$ cat src/rtl/mfsgd_pkg.sv
// ============================================================================
// Biased matrix factorization SGD package
// Shared constants, codes and types for the rating predictor and trainer.
// ============================================================================
`default_nettype none

package mfsgd_pkg;

    // Table sizes. The row counts match the 10-bit id fields.
    localparam int USER_COUNT     = 1024;
    localparam int ITEM_COUNT     = 1024;
    localparam int ROW_COUNT      = (USER_COUNT > ITEM_COUNT) ? USER_COUNT : ITEM_COUNT;
    localparam int ROW_CNT_W      = $clog2(ROW_COUNT);
    localparam int FACTOR_DEFAULT = 16;

    // Q3.12 constants.
    localparam int Q_ONE    = 4096;
    localparam int PRED_MIN = 4096;
    localparam int PRED_MAX = 20480;

    // Depth of the update pipeline from request to write beat.
    localparam int UPD_DEPTH = 4;

    // Operation codes.
    typedef enum logic [1:0] {
        OP_TRAIN     = 2'd0,
        OP_PREDICT   = 2'd1,
        OP_LOAD_USER = 2'd2,
        OP_LOAD_ITEM = 2'd3
    } op_t;

    // Configuration register indexes.
    localparam logic [2:0] CFG_GLOBAL_MEAN   = 3'd0;
    localparam logic [2:0] CFG_BIAS_RATE     = 3'd1;
    localparam logic [2:0] CFG_BIAS_REG      = 3'd2;
    localparam logic [2:0] CFG_FACTOR_RATE   = 3'd3;
    localparam logic [2:0] CFG_FACTOR_REG    = 3'd4;

    // Sequencer states.
    typedef enum logic [3:0] {
        ST_CLEAR,
        ST_IDLE,
        ST_LOAD,
        ST_DOT,
        ST_DOT_WAIT,
        ST_PRED,
        ST_UPD,
        ST_DRAIN,
        ST_DONE
    } state_t;

    // Control of one element moving through the update pipeline.
    typedef struct packed {
        logic valid;
        logic is_item;
        logic is_bias;
    } upd_ctl_t;

endpackage

`default_nettype wire

$ cat src/rtl/mfsgd_upd.sv
// ============================================================================
// SGD update pipeline
// Four-stage regularized step w + rate*(g - reg*w) with saturation.
// ============================================================================
`default_nettype none

module mfsgd_upd
    import mfsgd_pkg::*;
#(
    parameter int ADDR_W = 10
)
(
    input  wire logic                clk,
    input  wire logic                rst_n,
    input  wire upd_ctl_t            req,
    input  wire logic [ADDR_W-1:0]   addr,
    input  wire logic signed [15:0]  w,
    input  wire logic signed [15:0]  x,
    input  wire logic signed [15:0]  err,
    input  wire logic [15:0]         bias_rate,
    input  wire logic [15:0]         bias_reg,
    input  wire logic [15:0]         factor_rate,
    input  wire logic [15:0]         factor_reg,
    output upd_ctl_t                 wr,
    output logic [ADDR_W-1:0]        wr_addr,
    output logic signed [15:0]       wr_data
);

    upd_ctl_t                  ctl1_reg, ctl2_reg, ctl3_reg, ctl4_reg;
    logic [ADDR_W-1:0]         addr1_reg, addr2_reg, addr3_reg, addr4_reg;
    logic signed [15:0]        w1_reg, w2_reg, w3_reg;
    logic signed [19:0]        g1_reg;
    logic signed [16:0]        r1_reg;
    logic signed [20:0]        t2_reg;
    logic signed [21:0]        m3_reg;
    logic signed [15:0]        s4_reg;

    logic signed [31:0]        gprod;
    logic signed [19:0]        g;
    logic [15:0]               reg_sel;
    logic signed [32:0]        rprod;
    logic [15:0]               rate_sel;
    logic signed [37:0]        mprod;
    logic signed [22:0]        sum;
    logic signed [15:0]        sat;

    // Stage one: gradient and regularization products.
    always_comb
    begin
        gprod   = err * x;
        g       = req.is_bias ? 20'(err) : gprod[31:12];
        reg_sel = req.is_bias ? bias_reg : factor_reg;
        rprod   = $signed({1'b0, reg_sel}) * w;
    end

    // Stage three: scale by the step size.
    always_comb
    begin
        rate_sel = ctl2_reg.is_bias ? bias_rate : factor_rate;
        mprod    = $signed({1'b0, rate_sel}) * t2_reg;
    end

    // Stage four: add and saturate to 16 bits.
    always_comb
    begin
        sum = 23'(w3_reg) + 23'(m3_reg);
        if (sum > 23'sd32767)
        begin
            sat = 16'sh7FFF;
        end
        else if (sum < -23'sd32768)
        begin
            sat = 16'sh8000;
        end
        else
        begin
            sat = sum[15:0];
        end
    end

    // Control through the stages.
    always_ff @(posedge clk or negedge rst_n)
    begin
        if (!rst_n)
        begin
            ctl1_reg <= '0;
            ctl2_reg <= '0;
            ctl3_reg <= '0;
            ctl4_reg <= '0;
        end
        else
        begin
            ctl1_reg <= req;
            ctl2_reg <= ctl1_reg;
            ctl3_reg <= ctl2_reg;
            ctl4_reg <= ctl3_reg;
        end
    end

    // Payload through the stages.
    always_ff @(posedge clk)
    begin
        addr1_reg <= addr;
        w1_reg    <= w;
        g1_reg    <= g;
        r1_reg    <= rprod[32:16];
        addr2_reg <= addr1_reg;
        w2_reg    <= w1_reg;
        t2_reg    <= 21'(g1_reg) - 21'(r1_reg);
        addr3_reg <= addr2_reg;
        w3_reg    <= w2_reg;
        m3_reg    <= mprod[37:16];
        addr4_reg <= addr3_reg;
        s4_reg    <= sat;
    end

    assign wr      = ctl4_reg;
    assign wr_addr = addr4_reg;
    assign wr_data = s4_reg;

endmodule

`default_nettype wire

$ cat config.mk
export PLATFORM = sky130hd
export DESIGN_NAME = mfsgd_upd
export DESIGN_NICKNAME = d
export VERILOG_FILES = /design/src/rtl/mfsgd_pkg.sv /design/src/rtl/mfsgd_upd.sv
export SDC_FILE = /design/constraint.sdc
export NUM_CORES = 2
export LEC_CHECK = 0
export BUFFER_PORTS_ARGS = -buffer_cell sky130_fd_sc_hd__buf_4
export CAP_MARGIN = 5
export CORE_UTILIZATION = 61
export DETAILED_ROUTE_END_ITERATION = 8
export PLACE_DENSITY = 0.79
export SYNTH_ARGS = -nofsm -noshare
export SYNTH_HDL_FRONTEND = slang
export SYNTH_SLANG_ARGS = --single-unit
$ cat constraint.sdc
create_clock -name clk -period 12.9 [get_ports clk]
set_clock_uncertainty 0.05 [all_clocks]
set_input_delay 1.935 -clock clk [delete_from_list [all_inputs] [get_ports clk]]
set_output_delay 1.935 -clock clk [all_outputs]
set_load 0.05 [all_outputs]
==> results by stage <==
Status:
- The run finished with clean final reports.

Setup path:
- The startpoint kind of the worst setup timing path is an input pin.
- The critical path depth is 21.
- In this run the critical register-to-register path is captured at m3_reg[21].
- The critical path capture point type is a register.
- The top cell family by delay on the critical path is adder cells.
- Walking the worst path, the cells encountered are buf_4, mux2_2, nand2_1, fa_1, fa_1, fa_1, fa_1, inv_1, fa_1, fa_1, ha_1, nand4_1, nor2_1, a211oi_1, o311a_1, o21ai_0, a21oi_1, o21ai_0, a211o_1, a21oi_1, xnor2_1.
- Data arrives at the worst endpoint at 9030 ps.
- In this run the worst path has a maximum fanout of 21.
- The start of the worst register-to-register path is ctl2_reg[0].
- For flop-to-flop paths, the worst setup slack is 4830 ps.
- At the worst endpoint, the required time is 13220 ps.
- The slowest stage of the critical path belongs to the cell a211oi_1.
- Among the stages of the critical path, the cell type that occurs most often is fa_1.
- For this run, the slowest stage of the critical path takes around 700 ps.
- The most critical setup path has its endpoint at m3_reg[21].
- The kind of critical path is input pin to register.
- The critical path contains buffers and inverters numbering 2 combined.
- The depth of the worst register-to-register path is 21.
- The launching element of the worst setup path is bias_rate[3].

Clocking:
- TritonCTS built the clock tree.
- The clock latency on the worst-skew pair is about 460 ps.
- The maximum buffer depth of the clock tree is 2.
- The H-tree was split into 4 levels.
- The sink count of the clock tree is just under 200.
- In this run the clock root is driven by a clkbuf_16.
- The number of gates resized after CTS was 0.
- The clock edge transition at the registers on the reported setup and hold paths is 90 ps.
- The setup fix buffers added after clock tree synthesis is 0.
- The number of clock buffers added by TritonCTS is 17.
- In this run, post-CTS hold repair placed 0 buffers.

Routing:
- For this block, the via count after detailed routing is 25200.
- For this block, the routed nets add up to a little under 80000 um of wire.
- The detailed router finished its first iteration with between 1000 and 1500 violations.
- The number of routed nets with antenna violations is 0.
- After detailed routing, the average wire length per cell comes to between 15 and 20 um.
- The first-pass iteration count of the detailed router is 6.
- For this run, design rule violations remaining after detail routing come to 0.
- Dividing the detail-routed via count by the number of cells gives ~5.4.

Global route:
- The global-route total usage across every layer is roughly 28%.
- The via count of the first global-routing pass is around 28000.
- The total global routing overflow is 0.
- The first-pass GRT wire length is 135000 um.
- Entering global routing, the biggest net connects 57 pins.
- The initial antenna violation count is 0.

Logic synthesis:
- The number of flops mapped to enable cells by yosys is 0.
- The Yosys step of the flow raised 0 warnings.
- The number of nets handed over by synthesis was 5102.
- After synthesis, the most frequently instantiated cells are 951 x inv_1, 789 x fa_1, 487 x nand2_1.
- The distinct cell type count after synthesis is 64.
- Counting every instance in the synthesized netlist gives ~3900.
- The average instance area after synthesis is ~9.4 um^2.
- After synthesis, the share of flip-flops with an asynchronous set or reset is under 10%.
- The proportion of netlist area held by the largest area contributor is between 40% and 50%.
- Counting flops and latches in the post-synthesis netlist gives between 150 and 200.
- The commonest register cell after synthesis is dfxtp_1.
- The portion of the post-synthesis area used by sequential elements is ~11%.
- The cell area that synthesis handed to floorplanning was approximately 36000 um^2.
- In the post-synthesis netlist, the cell with the most instances is inv_1.
- Ranked by total cell area, the synthesized netlist is headed by fa_1 44%, ha_1 12%, dfxtp_1 10%.
- Summed over all instances, the cell type with the most area after synthesis is fa_1.

Cells and area:
- With fillers left out, the area of the finished cells amounts to 38500 um^2.
- The area growth from synthesis to layout is 6.56%.
- 0 antenna diodes ended up in the layout.
- The proportion of layout cells with a drive suffix above 1 is between 6 and 7%.
- The final layout contains roughly 5200 nets.
- The register with the most flip-flops in the layout has 22 of them.

Timing:
- After layout, the minimum clock period comes to about 8700 ps.
- The count of pins over their slew limit came to 0.
- The sum of negative setup slack is 0 ps.
- In this run the tightest slew margin relative to its limit is between 30% and 40%.
- Setup repair after global routing left no endpoint under its margin.
- The smallest hold slack is between 200 and 300 ps.
- The final period utilization is 67.6%.
- Setup violations remaining at the end of the flow were counted as 0.
- The final-report hold violation count is 0.
- The slew at the pin closest to its max-slew limit is ~920 ps.
- Derived from the worst setup path, the maximum achievable clock frequency is roughly 0.11 GHz.

Placement:
- The placed instances occupy a cell area of approximately 38000 um^2.
- Detailed placement ended at an HPWL of approximately 64000 um.
- The weighted congestion at the end of routability-driven global placement is a little under 0.9.
- The quantity of I/O buffers inserted on ports is between 150 and 200.

Min path:
- The worst hold-check path type is register to register.

Floorplanning:
- Row generation in the floorplan step produced just under 90 rows.
- The floorplan step set the die width to ~250 um.
- The starting density of the core is 62.2%.
- From bottom edge to top edge, the die measures 245 um.
- The area enclosed by the die boundary is about 60000 um^2.
- During I/O placement, the number of pins put on the boundary was roughly 160.
- The core region is between 50000 and 60000 um^2.

Run:
- The tool flagged a number of max-cap violations equal to 0.
==> per-stage QoR <==
stage / instances / worst slack, ps / utilization [%]
after detailed placement: 4653 / 3790 / 65.1
final: 4685 / 4190 / 66.3
after global placement: 4653 / 3890 / 65.1
after CTS: 4685 / 4240 / 66.3
after floorplan: 3853 / 4460 / -
after global routing: 4685 / 3900 / 66.3
==> kinds of logic (layout without fill, tap and decap cells) <==
family,Yosys count,count (layout),synth area share [%]
adder cells (fa/ha/maj),1122,1122,55.2
AO/OA/AOI/OAI,263,263,4.84
AND/OR/NAND/NOR,1066,1066,14.4
flip-flops,196,196,11.0
XOR/XNOR,88,88,2.13
buffers and inverters,1082,1149,11.3
multiplexers,36,36,1.10
==> routing by layer <==
layer | GRT usage, % | vias up | wire length (um)
met2 | 49.7 | 779 | 39900
li1 | - | 11500 | -
met5 | 0 | - | 0
met4 | 9.41 | 0 | 2590
met3 | 3.27 | 162 | 4240
met1 | 36.1 | 12800 | 31200
==> worst min path at each step <==
stage          slack, ps  depth (start not counted)          from      endpoint
2_1_floorplan        260                          0  addr1_reg[0]  addr2_reg[0]
3_3_place_gp         260                          0  addr3_reg[2]    wr_addr[2]
3_5_place_dp         260                          0     w1_reg[5]     w2_reg[5]
4_1_cts              270                          0  addr3_reg[7]    wr_addr[7]
5_1_grt              280                          0  addr3_reg[1]    wr_addr[1]
6_report             270                          0    w1_reg[14]    w2_reg[14]
==> final cells by class <==
type,count,area (um^2)
Timing Repair Buffer,166,1250
Sequential cell,196,3980
Clock inverter,15,226
Multi-Input combinational cell,2575,28100
Fill cell,4684,19600
Tap cell,765,957
Inverter,951,3570
Clock buffer,17,425
==> placed cells by master (no fill, tap or decap), drive strengths merged, types with 4 or more instances in the layout <==
cell / n
o211ai: 5
mux2i: 7
xor2: 19
ha: 333
xnor2: 69
and2: 266
nand4: 7
or2: 9
buf: 166
inv: 961
mux2: 29
nor3b: 4
o21bai: 6
o21ai: 65
a21oi: 69
o31ai: 5
a31oi: 6
clkinv: 5
nand2: 487
nand2b: 24
a21o: 37
clkbuf: 17
nor2b: 118
nand3: 21
a211oi: 10
and3: 11
dfrtp: 12
a211o: 5
o21a: 23
nor3: 24
dfxtp: 184
fa: 789
nor2: 82
==> worst register-to-register path: cells and delay by family, from the launching register on <==
family,cells,cell delay [ps]
adders and majority gates,7,3350
AOI/OAI and AO/OA,7,2540
and+or+nand+nor,3,480
DFF,1,450
xor gates and xnor gates,1,140
buffers and inverters,2,400
muxes,1,570
Power is left out: the tool's default activity adds up to more than one toggle a clock period on the data nets, which glitch-free logic cannot reach.
